**config.mk**
```make
export PLATFORM = sky130hd
export DESIGN_NAME = nested_tlv_stream_parser
export DESIGN_NICKNAME = d
export VERILOG_FILES = /design/src/design/tlvp_pkg.sv /design/src/design/tlvp_core.sv /design/src/design/nested_tlv_stream_parser.sv
export SDC_FILE = /design/constraint.sdc
export NUM_CORES = 1
export LEC_CHECK = 0
export BUFFER_PORTS_ARGS = -buffer_cell sky130_fd_sc_hd__clkbuf_2
export CORE_ASPECT_RATIO = 1.4
export CORE_MARGIN = 2
export CORE_UTILIZATION = 40
export CTS_CLUSTER_DIAMETER = 120
export DETAILED_ROUTE_END_ITERATION = 8
export SLEW_MARGIN = 20
export SYNTH_ARGS = -nofsm -noshare
export SYNTH_HDL_FRONTEND = slang
export SYNTH_SLANG_ARGS = --single-unit
```
**constraint.sdc**
```tcl
create_clock -name clk -period 11.9 [get_ports clk]
set_input_delay 1.19 -clock clk [delete_from_list [all_inputs] [get_ports clk]]
set_output_delay 1.19 -clock clk [all_outputs]
set_load 0.02 [all_outputs]
```
**src/design/tlvp_pkg.sv**
```systemverilog
`timescale 1ns / 1ps
`default_nettype none
package tlvp_pkg;

  localparam int MAX_DEPTH = 8;
  localparam int LVL_W = $clog2(MAX_DEPTH + 1);
  localparam int IDX_W = (MAX_DEPTH > 1) ? $clog2(MAX_DEPTH) : 1;

  localparam logic [7:0] LEN_EXT16 = 8'hFE;
  localparam logic [7:0] LEN_EXT32 = 8'hFF;
  localparam int TAG_CONS_BIT = 6;

  localparam logic [1:0] EV_NONE = 2'd0;
  localparam logic [1:0] EV_HDR  = 2'd1;
  localparam logic [1:0] EV_VAL  = 2'd2;
  localparam logic [1:0] EV_ERR  = 2'd3;

  localparam logic [2:0] ERR_NONE    = 3'd0;
  localparam logic [2:0] ERR_OVERRUN = 3'd1;
  localparam logic [2:0] ERR_EMPTY   = 3'd2;
  localparam logic [2:0] ERR_TRUNC   = 3'd3;
  localparam logic [2:0] ERR_DEEP    = 3'd4;

  typedef struct packed {
    logic [1:0]  event_kind;
    logic [7:0]  tag_value;
    logic        is_constructed;
    logic [31:0] element_length;
    logic [3:0]  nest_depth;
    logic [7:0]  value_out;
    logic        value_end;
    logic [2:0]  error_kind;
    logic        message_done;
    logic        message_ok;
  } res_t;

  typedef struct packed {
    logic             idle;
    logic [LVL_W-1:0] level;
  } core_status_t;

endpackage
`default_nettype wire

```
**src/design/tlvp_core.sv**
```systemverilog
`timescale 1ns / 1ps
`default_nettype none
module tlvp_core (
  input  logic                   clk,
  input  logic                   rst_n,
  input  logic                   step,
  input  logic [7:0]             data_byte,
  input  logic                   final_byte,
  output tlvp_pkg::res_t         res,
  output tlvp_pkg::core_status_t status
);
  import tlvp_pkg::*;

  typedef enum logic [4:0] {
    PH_TAG = 5'b00001,
    PH_LEN = 5'b00010,
    PH_EXT = 5'b00100,
    PH_VAL = 5'b01000,
    PH_ERR = 5'b10000
  } phase_t;

  phase_t           phase_r, phase_nxt;
  logic [31:0]      off_r, off_nxt;
  logic [7:0]       tag_r, tag_nxt;
  logic [31:0]      acc_r, acc_nxt;
  logic [2:0]       ext_r, ext_nxt;
  logic [31:0]      rem_r, rem_nxt;
  logic [LVL_W-1:0] level_r, level_nxt;
  logic [2:0]       err_r, err_nxt;
  logic [32:0]      stack_r [MAX_DEPTH];

  logic             have_parent;
  logic [IDX_W-1:0] top_idx;
  logic [IDX_W-1:0] push_idx;
  logic [32:0]      top_end;
  logic [32:0]      off_ext;
  logic [32:0]      next_off;
  logic [31:0]      acc_shift;
  logic [2:0]       ext_dec;
  logic [31:0]      len_sel;
  logic [32:0]      hdr_end;
  logic [31:0]      rem_dec;
  logic             cons;
  logic             hdr_fire;
  logic             push_en;
  logic [2:0]       err;
  logic [LVL_W-1:0] pop_level;

  assign have_parent = (level_r != '0);
  assign top_idx     = IDX_W'(level_r - LVL_W'(1));
  assign push_idx    = IDX_W'(level_r);
  assign top_end     = stack_r[top_idx];
  assign off_ext     = {1'b0, off_r};
  assign next_off    = off_ext + 33'd1;
  assign acc_shift   = {acc_r[23:0], data_byte};
  assign ext_dec     = (ext_r != 3'd0) ? ext_r - 3'd1 : 3'd0;
  assign len_sel     = (phase_r == PH_LEN) ? {24'd0, data_byte} : acc_shift;
  assign hdr_end     = next_off + {1'b0, len_sel};
  assign rem_dec     = (rem_r != 32'd0) ? rem_r - 32'd1 : 32'd0;
  assign cons        = tag_r[TAG_CONS_BIT];

  // ends are nested, so the levels that survive are those still open past next_off
  always_comb begin
    pop_level = '0;
    for (int i = 0; i < MAX_DEPTH; i++) begin
      if ((LVL_W'(i) < level_r) && (stack_r[i] > next_off)) begin
        pop_level = pop_level + LVL_W'(1);
      end
    end
  end

  always_comb begin
    phase_nxt = phase_r;
    off_nxt   = off_r + 32'd1;
    tag_nxt   = tag_r;
    acc_nxt   = acc_r;
    ext_nxt   = ext_r;
    rem_nxt   = rem_r;
    level_nxt = level_r;
    err_nxt   = err_r;
    res       = '0;
    err       = ERR_NONE;
    hdr_fire  = 1'b0;
    push_en   = 1'b0;

    case (phase_r)
      PH_TAG: begin
        tag_nxt   = data_byte;
        phase_nxt = PH_LEN;
      end
      PH_LEN, PH_EXT: begin
        if (have_parent && (off_ext >= top_end)) begin
          err = ERR_OVERRUN;
        end else if ((phase_r == PH_LEN) &&
                     ((data_byte == LEN_EXT16) || (data_byte == LEN_EXT32))) begin
          ext_nxt   = (data_byte == LEN_EXT16) ? 3'd2 : 3'd4;
          acc_nxt   = 32'd0;
          phase_nxt = PH_EXT;
        end else begin
          if (phase_r == PH_EXT) begin
            acc_nxt = acc_shift;
            ext_nxt = ext_dec;
          end
          hdr_fire = (phase_r == PH_LEN) || (ext_dec == 3'd0);
        end
      end
      PH_VAL: begin
        res.event_kind = EV_VAL;
        res.value_out  = data_byte;
        res.value_end  = (rem_r <= 32'd1);
        rem_nxt        = rem_dec;
        if (rem_dec == 32'd0) begin
          phase_nxt = PH_TAG;
          level_nxt = pop_level;
        end
      end
      PH_ERR: begin
      end
      default: begin
        phase_nxt = PH_ERR;
      end
    endcase

    if (hdr_fire) begin
      if (have_parent && (hdr_end > top_end)) begin
        err = ERR_OVERRUN;
      end else if (cons && (len_sel == 32'd0)) begin
        err = ERR_EMPTY;
      end else if (cons && (level_r >= LVL_W'(MAX_DEPTH))) begin
        err = ERR_DEEP;
      end else begin
        res.event_kind     = EV_HDR;
        res.tag_value      = tag_r;
        res.is_constructed = cons;
        res.element_length = len_sel;
        res.nest_depth     = 4'(level_r);
        if (cons) begin
          push_en   = 1'b1;
          level_nxt = level_r + LVL_W'(1);
          phase_nxt = PH_TAG;
        end else if (len_sel != 32'd0) begin
          rem_nxt   = len_sel;
          phase_nxt = PH_VAL;
        end else begin
          phase_nxt = PH_TAG;
          level_nxt = pop_level;
        end
      end
    end

    if (err != ERR_NONE) begin
      res            = '0;
      res.event_kind = EV_ERR;
      res.error_kind = err;
      err_nxt        = err;
      phase_nxt      = PH_ERR;
    end

    if (final_byte) begin
      // message ends inside an element
      if ((phase_nxt != PH_ERR) && ((phase_nxt != PH_TAG) || (level_nxt != '0))) begin
        res            = '0;
        res.event_kind = EV_ERR;
        err_nxt        = ERR_TRUNC;
      end
      res.error_kind   = err_nxt;
      res.message_done = 1'b1;
      res.message_ok   = (err_nxt == ERR_NONE);
      phase_nxt = PH_TAG;
      off_nxt   = 32'd0;
      tag_nxt   = 8'd0;
      acc_nxt   = 32'd0;
      ext_nxt   = 3'd0;
      rem_nxt   = 32'd0;
      level_nxt = '0;
      err_nxt   = ERR_NONE;
    end
  end

  always_ff @(posedge clk) begin
    if (!rst_n) begin
      phase_r <= PH_TAG;
      off_r   <= 32'd0;
      tag_r   <= 8'd0;
      acc_r   <= 32'd0;
      ext_r   <= 3'd0;
      rem_r   <= 32'd0;
      level_r <= '0;
      err_r   <= ERR_NONE;
    end else if (step) begin
      phase_r <= phase_nxt;
      off_r   <= off_nxt;
      tag_r   <= tag_nxt;
      acc_r   <= acc_nxt;
      ext_r   <= ext_nxt;
      rem_r   <= rem_nxt;
      level_r <= level_nxt;
      err_r   <= err_nxt;
    end
  end

  always_ff @(posedge clk) begin
    if (step && push_en) begin
      stack_r[push_idx] <= hdr_end;
    end
  end

  assign status.idle  = (phase_r == PH_TAG) && (level_r == '0);
  assign status.level = level_r;

endmodule
`default_nettype wire

```
**src/design/nested_tlv_stream_parser.sv**
```systemverilog
`timescale 1ns / 1ps
`default_nettype none
// an accepted word is held in the input register, parsed, then written to the result queue
// throughput: one word per cycle while in_stall is low; the parse step, with its end-offset
// compare bank, is combinational between the input register and a two-entry result queue
// reset: rst_n clears parser state and the queue; the end-offset stack is not
// cleared, only levels that were pushed are read
module nested_tlv_stream_parser (
  input  logic        clk,
  input  logic        rst_n,
  input  logic        in_valid,
  output logic        in_stall,
  input  logic [7:0]  in_data_byte,
  input  logic        in_final_byte,
  output logic        out_valid,
  input  logic        out_stall,
  output logic [1:0]  out_event_kind,
  output logic [7:0]  out_tag_value,
  output logic        out_is_constructed,
  output logic [31:0] out_element_length,
  output logic [3:0]  out_nest_depth,
  output logic [7:0]  out_value_out,
  output logic        out_value_end,
  output logic [2:0]  out_error_kind,
  output logic        out_message_done,
  output logic        out_message_ok
);
  import tlvp_pkg::*;

  logic         s1_valid_r;
  logic [7:0]   s1_byte_r;
  logic         s1_fin_r;
  logic [1:0]   cnt_r;
  res_t         slot0_r;
  res_t         slot1_r;
  res_t         core_res;
  core_status_t core_st;
  logic         accept;
  logic         pop;
  logic [2:0]   fill_after;

  assign pop        = (cnt_r != 2'd0) && !out_stall;
  assign fill_after = {1'b0, cnt_r} + {2'b00, s1_valid_r} - {2'b00, pop};
  assign in_stall   = (fill_after >= 3'd2);
  assign accept     = in_valid && !in_stall;

  always_ff @(posedge clk) begin
    if (!rst_n) begin
      s1_valid_r <= 1'b0;
    end else begin
      s1_valid_r <= accept;
    end
  end

  always_ff @(posedge clk) begin
    if (accept) begin
      s1_byte_r <= in_data_byte;
      s1_fin_r  <= in_final_byte;
    end
  end

  tlvp_core u_core (
    .clk        (clk),
    .rst_n      (rst_n),
    .step       (s1_valid_r),
    .data_byte  (s1_byte_r),
    .final_byte (s1_fin_r),
    .res        (core_res),
    .status     (core_st)
  );

  // result queue: slot0 drives the ports, slot1 is the skid entry
  always_ff @(posedge clk) begin
    if (!rst_n) begin
      cnt_r <= 2'd0;
    end else begin
      cnt_r <= cnt_r + {1'b0, s1_valid_r} - {1'b0, pop};
    end
  end

  always_ff @(posedge clk) begin
    if (pop) begin
      if (cnt_r == 2'd2) begin
        slot0_r <= slot1_r;
        if (s1_valid_r) begin
          slot1_r <= core_res;
        end
      end else if (s1_valid_r) begin
        slot0_r <= core_res;
      end
    end else if (s1_valid_r) begin
      if (cnt_r == 2'd0) begin
        slot0_r <= core_res;
      end else begin
        slot1_r <= core_res;
      end
    end
  end

  assign out_valid          = (cnt_r != 2'd0);
  assign out_event_kind     = slot0_r.event_kind;
  assign out_tag_value      = slot0_r.tag_value;
  assign out_is_constructed = slot0_r.is_constructed;
  assign out_element_length = slot0_r.element_length;
  assign out_nest_depth     = slot0_r.nest_depth;
  assign out_value_out      = slot0_r.value_out;
  assign out_value_end      = slot0_r.value_end;
  assign out_error_kind     = slot0_r.error_kind;
  assign out_message_done   = slot0_r.message_done;
  assign out_message_ok     = slot0_r.message_ok;

  a_no_overflow: assert property (@(posedge clk) disable iff (!rst_n)
    s1_valid_r |-> ((cnt_r != 2'd2) || pop))
    else $error("result queue overflow");

  a_free_when_empty: assert property (@(posedge clk) disable iff (!rst_n)
    ((cnt_r == 2'd0) && !s1_valid_r) |-> !in_stall)
    else $error("stall with empty pipeline");

  a_msg_end_idle: assert property (@(posedge clk) disable iff (!rst_n)
    (s1_valid_r && s1_fin_r) |=> core_st.idle)
    else $error("parser not idle after final word");

  a_depth_bound: assert property (@(posedge clk) disable iff (!rst_n)
    s1_valid_r |-> (core_st.level <= LVL_W'(MAX_DEPTH)))
    else $error("nesting level beyond stack depth");

endmodule
`default_nettype wire
```
Word level (Yosys, flattened, before mapping)
Memory sizes are Yosys's and may differ from the RTL's.
Index checks and enable logic that the tools add are counted.
Widths: inputs -> output; s select.
Storage, ports and cells
  register bits: 245
  memory bits (writable): 264
  bits of input ports: 13
  output and inout port bits: 63
  memories: 1
Operators by class
  $add $sub $neg: 18
  order comparisons: 21
  equality and inequality tests: 14
  multiplexer cells: 92
  reductions and logical operators: 45
Memories
  u_core.stack_r: words 8, bits a word 33, read ports 9, clocked after memory_dff 0, wr ports 1, RTL line tlvp_core.sv:30  | logic [32:0] stack_r [MAX_DEPTH];
Operator list (count)
  $mux 61: 12
  $mux 32: 11
  $gt 33x33->1: 9
  $mux 47: 4
  $mux 24: 5
  $mux 4: 17
  $logic_not 32->1: 2
  $reduce_bool 32->1: 2
  $mux 5: 10
  $mux 3: 16
  $add 32x1->33 const B: 1
  $add 33x32->33: 1
  $ge 32x33->1: 1
  $add 32x1->32 const B: 1
  $le 32x1->1 const B: 1
  $sub 32x1->32 const B: 1
  $add 4x1->4 const B: 7
  $pmux 5 s4: 1
  $logic_and 1x1->1: 17
  $eq 8x8->1 const B: 2
  $lt 3x4->1 const A: 4
  $mux 8: 2
  $mux 1: 12
  $reduce_bool 2->1: 6
  32 further kinds: 45

Depth between registers and ports, before layout
Gate-level depths: netlist (run 1).
  depth in word-level cells: 36
  gate-level depth with buffers: 47

Modules after synthesis
Synthesis (run 1) repeated with hierarchy kept, for this count alone.
Unflattened totals
  cell total of the unflattened synthesis: 2920
  area, all modules: 32542.5 µm²
By module, submodules not included
  tlvp_core: instances 1, cells an instance 2700, area each 27381.3 µm²
  nested_tlv_stream_parser: instances 1, cells an instance 220, area each 5161.2 µm²

Least setup slack after synthesis (run 1)
Ideal clock, no wire load.
  path kind: register to register
  start point: register u_core.off_r[0]
  end point: memory u_core.stack_r[1][0] (enable)
  arrival time: 8.993 ns
  path slack: 2.443 ns
  stages on the path, launching flop included: 32
  path buffers: 2
  period minus slack after synthesis: 9.457 ns
  cells stage by stage: dfxtp_1 ha_1 nand3_1 nor4_2 a21oi_2 nor2_4 buf_1 inv_1 ha_1 a21o_1 a21oi_1 nor3b_1 nor3b_1 a21boi_0 a41oi_1 a21oi_1 a21oi_1 nor2b_1 o21a_1 o41ai_1 xor2_1 ha_1 nand3_1 nor4_1 inv_1 o21ai_0 o221ai_1 nor2_1 and3_1 clkbuf_1 nand3_1 nor3_1
On the way
  longest elaborated chain between the ends: 9
  elaborated cells between the ends (all ways): 13
RTL lines
  from (decl): RTL line tlvp_core.sv:23  | logic [31:0] off_r, off_nxt;
  from (signal assigned): RTL line tlvp_core.sv:192  | off_r <= off_nxt;
  $add 32x1->33: RTL line tlvp_core.sv:54  | assign next_off = off_ext + 33'd1;
  $add 33x32->33: RTL line tlvp_core.sv:58  | assign hdr_end = next_off + {1'b0, len_sel};
  named net u_core.hdr_end[32]: RTL line tlvp_core.sv:41  | logic [32:0] hdr_end;
  $gt 33x33->1: RTL line tlvp_core.sv:125  | if (have_parent && (hdr_end > top_end)) begin
  $logic_and 1x1->1: RTL line tlvp_core.sv:125
  $mux 1: RTL line tlvp_core.sv:125
  $mux 1: RTL line tlvp_core.sv:124  | if (hdr_fire) begin
  $logic_and 1x1->1: RTL line tlvp_core.sv:203  | if (step && push_en) begin
  $mux 1: RTL line tlvp_core.sv:203
  $mux 1 (implied by the code): RTL line tlvp_core.sv:204  | stack_r[push_idx] <= hdr_end;
  to (decl): RTL line tlvp_core.sv:30
The timed path passes the listed nets, and every way through them passes these cells.

Worst setup path in the final report (run 1)
  start point: register u_core.off_r[0]
  end point: register slot0_r (netlist bit out_element_length[10]) (data pin)
On the way
  longest elaborated chain between the ends: 34
  elaborated cells between the ends (all ways): 76
RTL lines
  $add 32x1->33: RTL line tlvp_core.sv:54
  $gt 33x33->1: RTL line tlvp_core.sv:66  | if ((LVL_W'(i) < level_r) && (stack_r[i] > next_off)) begin
  $logic_and 1x1->1: RTL line tlvp_core.sv:66
  $mux 1: RTL line tlvp_core.sv:66
  $add 1x1->2: RTL line tlvp_core.sv:67  | pop_level = pop_level + LVL_W'(1);
  $mux 4: RTL line tlvp_core.sv:66
  $add 4x1->4: RTL line tlvp_core.sv:67
  $mux 4: RTL line tlvp_core.sv:66
  [... 18 more ...]
  $reduce_bool 4->1: RTL line tlvp_core.sv:161  | if ((phase_nxt != PH_ERR) && ((phase_nxt != PH_TAG) || (level_nxt != '0))) begin
  $logic_or 1x1->1: RTL line tlvp_core.sv:161
  $logic_and 1x1->1: RTL line tlvp_core.sv:161
  $mux 61: RTL line tlvp_core.sv:161
  $mux 61 *: RTL line tlvp_core.sv:159  | if (final_byte) begin
  $mux 61 (on tied branches): RTL line nested_tlv_stream_parser.sv:92, nested_tlv_stream_parser.sv:88
  $mux 61 (on tied branches): RTL line nested_tlv_stream_parser.sv:91, nested_tlv_stream_parser.sv:83
  $mux 61 *: RTL line nested_tlv_stream_parser.sv:82  | if (pop) begin
  to (signal assigned): RTL line nested_tlv_stream_parser.sv:84  | slot0_r <= slot1_r;
  to (signal assigned): RTL line nested_tlv_stream_parser.sv:89  | slot0_r <= core_res;
  to (signal assigned): RTL line nested_tlv_stream_parser.sv:93  | slot0_r <= core_res;
  to (decl): RTL line nested_tlv_stream_parser.sv:34  | res_t slot0_r;
Every way passes the cells marked *; elsewhere a longest branch is shown, timed or not. The select of a mux whose other input is x is not followed.
A chain may end at the register's enable or synchronous reset.

==> results by group, run 1 <==
Power and ir drop
  • Pwr Density: 131 nW/um^2
  • Pwr Total: 4.67 mW
  • Max VDD drop: 0.000214 V
  • Leakage: 13.6 nW

Timing
  • Pins Over Slew Limit: 0
  • Max Freq: 0.0943 GHz
  • Min Clock Period, post-route: 10.61 ns
  • Max transition margin: 15.7%
  • Fin Hold WS: 0.508 ns
  • Count of final hold-check violations: 0
  • Clock Skew: 0.0324 ns
  • Sum Neg Setup Slack: 0 ns
  • Worst-Margin Slew: 1.25 ns
  • RSZ-0062 raised after global routing: no
  • Final WS setup: 1.29 ns
  • Setup violations, final: 0
  • Final period utilization: 89.2%

CTS
  • CTS tree: done
  • Setup bufs post-CTS: 0
  • CTS Buffer Depth: 3
  • CTS H-tree lvls: 2
  • Post-CTS Resized: 0
  • Hold_buf cts: 0
  • Root Driver: clkbuf_16
  • Clk Latency, worst-skew pair: 0.64 ns
  • Sink Count: 507
  • Num CTS Buffers: 51
  • Clock transition at the registers of the reported paths: 0.06 ns

Cells and area
  • Fillers: 7485
  • Antenna cells: 0
  • Layout cells sized above 1: 11.4%
  • Synth-to-layout area growth: 10.8%
  • NumNets Final: 3441
  • Finished Layout Cells: 4171

Worst setup path
  • CP Class: flip-flop to flip-flop
  • Critical path launch point type: flip-flop
  • CP max stage cell: a21o_4
  • Worst R2R Path Depth: 34
  • CP top delay family: simple AND/OR/NAND/NOR gates
  • Critical Path Fanout Max: 84
  • Worst setup EP type: flip-flop
  • Most used cell, CP: ha_1
  • Crit Reg-Reg Endpoint: out_element_length[10]$_DFFE_PP_
  • Crit path arrival time: 10.94 ns
  • Delay of the slowest critical-path stage: 0.85 ns
  • CP Data Required Time: 12.23 ns
  • R2r setup slk: 1.29 ns
  • Reg2Reg Launch Point: u_core.off_r[0]$_SDFFE_PN0P_
  • Number of buffers and inverters on the critical path: 2

Routing
  • Final WL: 105000 um
  • Residual DRC count: 0
  • WL/cell: 25.1 um
  • Routed vias/inst: 5.97
  • Post-DRT Antenna Nets: 0
  • Drt initial violations: 2031
  • Pre-antenna DRT Iters: 5
  • Via count: 24920

GRT
  • Grt ovf: 0
  • Vias in the first global route: 24354
  • Initial antenna violation count: 1
  • Total GRT Usage: 25.0%
  • First-pass GRT wire length: 157000 um
  • Largest net degree at the start of global routing: 85

Place
  • Gpl congestion: 0.948
  • Pre-CTS setup slack: 1.46 ns
  • Placed cell count: 4075
  • Post-DP HPWL: 77400 um
  • I/O Buffers: 75

Worst hold path
  • Worst hold start: u_core.acc_r[6]$_SDFFE_PN0P_
  • Worst Hold Endpoint: u_core.acc_r[6]$_SDFFE_PN0P_
  • Hold path cells: 2
  • Min-Delay Path Class: flip-flop to flip-flop

Yosys
  • Synth cell types: 91
  • Yosys top cell area share: 36.6%
  • Number of enable flip-flop cells after synthesis: 393
  • Post-synth top area cell: edfxtp_1
  • Area contributors post-synth: edfxtp_1 37%, ha_1 14%, dfxtp_1 7.1%
  • Cell Area, Synth: 32300 sq um
  • Gate Count Post-Synth: 3014
  • Register bit total from synthesis: 507
  • Ys async rst share: 0%
  • Commonest cells post-synth: 393 x edfxtp_1, 360 x ha_1, 219 x nand2_1
  • Syn. warnings: 0
  • Syn Nets: 3389
  • Synthesized area per cell: 10.7 sq um
  • Sequential share of the synthesized area: 43.7%
  • Most used flip-flop cell after synthesis: edfxtp_1
  • Most frequent cell after synthesis: edfxtp_1

Job
  • Max_cap viols: 0

Floorplanning
  • Boundary Pins: 76
  • Die width: 244 um
  • Core box area: 80200 sq um
  • Chip height: 340 um
  • Initial Utilization: 40.2%
  • Die area: 83000 sq um
  • Std cell rows: 123

Status
  • Status: finished, final reports clean
-- stage by stage --
stage          util [%]  area [sq um]
2_1_floorplan         -         32300
3_3_place_gp       42.4         34000
3_5_place_dp       42.4         34000
4_1_cts            44.5         35700
5_1_grt            44.6         35700
6_report           44.6         35700
-- layout make-up --
type / count / area (sq um) / share of cell area, %
clock inverters: 40 / 440 / 1.23
well taps: 1062 / 1330 / 3.72
flip-flops and latches: 507 / 14100 / 39.4
repair buffers: 132 / 806 / 2.25
clock buffers: 56 / 1290 / 3.62
inverters: 132 / 495 / 1.39
multi-input cells: 2242 / 17300 / 48.4
-- where the power goes --
part	switching (mW)	leakage (nW)	internal [mW]
clock	0.756	0.844	0.967
combinational	0.612	8.27	0.204
sequential	0.0462	4.53	2.09
total	1.41	13.6	3.26
-- cells in the final DEF (no fill, tap or decap), types with 9 or more instances in the layout --
| cell type | instances |
|---|---|
| clkinv_1 | 11 |
| nand2_1 | 218 |
| nor2b_1 | 108 |
| o21ai_0 | 134 |
| nand4_1 | 54 |
| nand2b_1 | 22 |
| nor2_1 | 189 |
| a31oi_1 | 25 |
| a21boi_0 | 16 |
| edfxtp_1 | 393 |
| xnor2_1 | 52 |
| clkbuf_2 | 74 |
| xor2_1 | 30 |
| nor3_1 | 63 |
| or3_1 | 11 |
| inv_1 | 131 |
| mux4_2 | 66 |
| a211oi_1 | 45 |
| a221oi_1 | 11 |
| a311oi_1 | 9 |
| and3_1 | 40 |
| nor4_1 | 35 |
| mux2i_1 | 42 |
| nand3_1 | 84 |
| and2_1 | 28 |
| ha_1 | 359 |
| buf_4 | 58 |
| clkbuf_16 | 51 |
| o22ai_1 | 11 |
| o31ai_1 | 22 |
| dfxtp_1 | 113 |
| o21a_1 | 42 |
| and4_1 | 22 |
| a22oi_1 | 49 |
| a21oi_1 | 184 |
| a21o_1 | 70 |
| o31ai_2 | 20 |
-- worst max path at each step --
stage	endpoint	start	cells past startpoint
3_5_place_dp	out_element_length[7]$_DFFE_PP_	u_core.off_r[0]$_SDFFE_PN0P_	33
2_1_floorplan	u_core.stack_r[1][0]$_DFFE_PP_	u_core.off_r[0]$_SDFFE_PN0P_	31
6_report	out_element_length[10]$_DFFE_PP_	u_core.off_r[0]$_SDFFE_PN0P_	34
3_3_place_gp	out_element_length[2]$_DFFE_PP_	u_core.off_r[0]$_SDFFE_PN0P_	33
4_1_cts	out_element_length[10]$_DFFE_PP_	u_core.off_r[0]$_SDFFE_PN0P_	33
5_1_grt	out_element_length[7]$_DFFE_PP_	u_core.off_r[0]$_SDFFE_PN0P_	33
-- tightest hold or removal path, cell delays in order (launching register included) --
cell,delay [ns]
dfxtp_1,0.33
nand2_1,0.06
a21boi_0,0.06
-- layer usage --
metal | track usage [%] | up-vias | routed length (um)
li1 | - | 11612 | -
met1 | 29.5 | 12098 | 40300
met2 | 42.8 | 926 | 50900
met3 | 3.26 | 282 | 5880
met4 | 15.8 | 2 | 7680
met5 | 0 | - | 13
-- state kept, by name (all words and copies together), names as in the netlist, 24 cells and up --
signal	flops
u_core.rem_r	32
u_core.stack_r	264
u_core.acc_r	24
u_core.off_r	32
out_element_length	32
slot1_r	60
-- cells by family (layout without fill, tap and decap cells) --
group / count (synthesis) / after routing / share of synthesized area (%)
and+or+nand+nor: 942 / 942 / 15.0
AOI/OAI and AO/OA: 732 / 732 / 15.2
DFF: 507 / 507 / 43.7
adders and majority gates: 365 / 365 / 14.2
buffers and inverters: 265 / 360 / 3.22
muxes: 113 / 113 / 6.09
xor gates and xnor gates: 90 / 90 / 2.70
No activity file was read; power rests on OpenSTA's default activity.
==> run 2: changes to the inputs <==
ABC_AREA = 1   (was unset)
GPL_TIMING_DRIVEN = 1   (was unset)
MAX_ROUTING_LAYER = met4   (was unset)
==> results by group, run 2 <==
Worst setup path
  • CP top delay family: compound AO/OA/AOI/OAI gates
  • Most used cell, CP: nand2_1
  • Critical Path Fanout Max: 30
  • Worst R2R Path Depth: 48
  • Crit path arrival time: 11.05 ns
  • CP Data Required Time: 12.36 ns
  • Critical path launch point type: flip-flop
  • CP Class: flip-flop to flip-flop
  • Delay of the slowest critical-path stage: 0.52 ns
  • CP max stage cell: xor2_1
  • Number of buffers and inverters on the critical path: 8
  • Worst setup EP type: flip-flop
  • Worst path depth: 48

Yosys
  • Cell Area, Synth: 32400 sq um
  • Number of enable flip-flop cells after synthesis: 393
  • Syn. warnings: 0
  • Post-synth top area cell: edfxtp_1
  • Syn Nets: 4124
  • Gate Count Post-Synth: 3749
  • Yosys top cell area share: 36.4%
  • Area contributors post-synth: edfxtp_1 36%, ha_1 14%, nand2_1 9.3%
  • Ys async rst share: 0%
  • Synthesized area per cell: 8.65 sq um
  • Sequential share of the synthesized area: 43.4%
  • Most used flip-flop cell after synthesis: edfxtp_1
  • Commonest cells post-synth: 801 x nand2_1, 429 x a21oi_1, 393 x edfxtp_1
  • Most frequent cell after synthesis: nand2_1
  • Register bit total from synthesis: 507
  • Synth cell types: 71

CTS
  • Clk Latency, worst-skew pair: 0.63 ns
  • Root Driver: clkbuf_16
  • CTS H-tree lvls: 2
  • CTS tree: done
  • CTS Buffer Depth: 3
  • Clock transition at the registers of the reported paths: 0.07 ns
  • Sink Count: 507
  • Num CTS Buffers: 50

Floorplanning
  • Die area: 83400 sq um
  • Std cell rows: 123
  • Boundary Pins: 76
  • Chip height: 341 um
  • Initial Utilization: 40.4%
  • Core box area: 80300 sq um
  • Die width: 245 um

Routing
  • Pre-antenna DRT Iters: 6
  • Via count: 27662
  • Drt initial violations: 2144
  • WL/cell: 23.1 um
  • Residual DRC count: 0
  • Final WL: 113000 um
  • Routed vias/inst: 5.64
  • Post-DRT Antenna Nets: 0

GRT
  • First-pass GRT wire length: 167000 um
  • Initial antenna violation count: 0
  • Vias in the first global route: 26459
  • Grt ovf: 0
  • Largest net degree at the start of global routing: 88
  • Total GRT Usage: 27.6%

Cells and area
  • Biggest register: u_core.stack_r
  • Commonest non-fill, non-tap cell in the layout: nand2_1
  • Fillers: 7992
  • Synth-to-layout area growth: 10.8%
  • Max FFs per register: 264
  • NumNets Final: 4179
  • Most frequent cells in the layout: 800 x nand2_1, 429 x a21oi_1, 393 x edfxtp_1, 360 x ha_1, 351 x inv_1
  • Finished Layout Cells: 4907
  • Layout cells sized above 1: 9.13%
  • Top Registers: u_core.stack_r: 264 flops, slot1_r: 60 flops

Job
  • Max_cap viols: 0

Timing
  • Max transition margin: 26.6%
  • Pins Over Slew Limit: 0
  • Sum Neg Setup Slack: 0 ns
  • Final period utilization: 89.0%
  • Count of final hold-check violations: 0
  • Clock Skew: 0.0256 ns
  • Fin Hold WS: 0.463 ns
  • Setup violations, final: 0
  • Min Clock Period, post-route: 10.59 ns
  • Final WS setup: 1.31 ns
  • Max Freq: 0.0944 GHz
  • Worst-Margin Slew: 1.09 ns
  • RSZ-0062 raised after global routing: no

Place
  • Placed cell count: 4814
  • Gpl congestion: 1.02
  • Pre-CTS setup slack: 1.25 ns
  • Post-DP HPWL: 83600 um
  • I/O Buffers: 75

Power and ir drop
  • Max VDD drop: 0.000243 V
  • Pwr Density: 138 nW/um^2
  • Leakage: 15.3 nW

Worst hold path
  • Hold path cells: 2
  • Min-Delay Path Class: flip-flop to flip-flop

Status
  • Status: finished, final reports clean
==> run 2: cell count changes after synthesis, sizes merged, moves of 63 or more <==
cell	before	now
mux4	66	0
nor2	199	328
a21o	71	8
nand2	219	823
nor2b	108	0
a21oi	186	459
inv	131	363
nand3	85	184
==> run 2: what timing repair did <==
item / in CTS / in global routing
endpoints found under the hold margin: 0 / 0
hold buffers: 0 / 0
buffers inserted: 0 / 0
setup endpoints to repair: 0 / 1
resized for setup: 0 / 1
==> run 2: area by class of cell <==
cell class / count / area [sq um] / area share (%)
multi-input combinational: 2744 / 16500 / 46.0
sequential: 507 / 14100 / 39.2
inverter: 368 / 1390 / 3.87
clock buffer: 61 / 1370 / 3.80
tap: 1062 / 1330 / 3.70
timing repair buffer: 133 / 823 / 2.29
clock inverter: 31 / 402 / 1.12
antenna: 1 / 2.50 / 0.00697
==> run 2: tightest hold or removal path: cells and delay by family (launching register included) <==
| kind | cells | cell delay [ns] |
|---|---|---|
| and+or+nand+nor | 1 | 0.06 |
| AOI/OAI and AO/OA | 1 | 0.05 |
| DFF | 1 | 0.31 |
==> run 2: cell families after synthesis <==
kind of cell | count (synthesis) | share of synthesized area, %
XOR/XNOR | 59 | 1.59
adder cells (fa/ha/maj) | 363 | 14.0
buffers and inverters | 498 | 5.98
AND/OR/NAND/NOR | 1522 | 20.4
flip-flops | 507 | 43.4
AO/OA/AOI/OAI | 800 | 14.5
==> run 2: path summary, 6_finish.rpt <==
check                                 from                       endpoint  slack (ns)
max           u_core.off_r[0]$_SDFFE_PN0P_     out_value_out[7]$_DFFE_PP_        1.31
min          u_core.acc_r[22]$_SDFFE_PN0P_  u_core.acc_r[22]$_SDFFE_PN0P_        0.46
max reg2reg   u_core.off_r[0]$_SDFFE_PN0P_     out_value_out[7]$_DFFE_PP_        1.31
min reg2reg  u_core.acc_r[22]$_SDFFE_PN0P_  u_core.acc_r[22]$_SDFFE_PN0P_        0.46
==> run 2: metrics by stage <==
stage / instance area (sq um) / util (%) / power, mW
final: 35900 / 44.7 / 4.95
after global routing: 35900 / 44.7 / 5.11
after CTS: 35900 / 44.7 / 4.96
after detailed placement: 34100 / 42.5 / 3.21
after global placement: 34100 / 42.5 / 3.21
after floorplan: 32400 / - / 2.83
==> run 2: report_power, final <==
group	total [mW]	internal, mW	switching (mW)	leakage, nW
Clock	1.76	1.02	0.745	0.870
Combinational	0.976	0.237	0.740	9.81
Sequential	2.21	2.13	0.0844	4.59
Total	4.95	3.38	1.57	15.3
==> run 2: metal layers <==
metal | part of all wire [%] | global-route usage, % | up-vias
met5 | 0 | - | -
met4 | 7.1 | 16.7 | 0
met3 | 5.4 | 3.48 | 334
met2 | 49 | 46.8 | 952
met1 | 38 | 30.9 | 13150
li1 | - | - | 13226
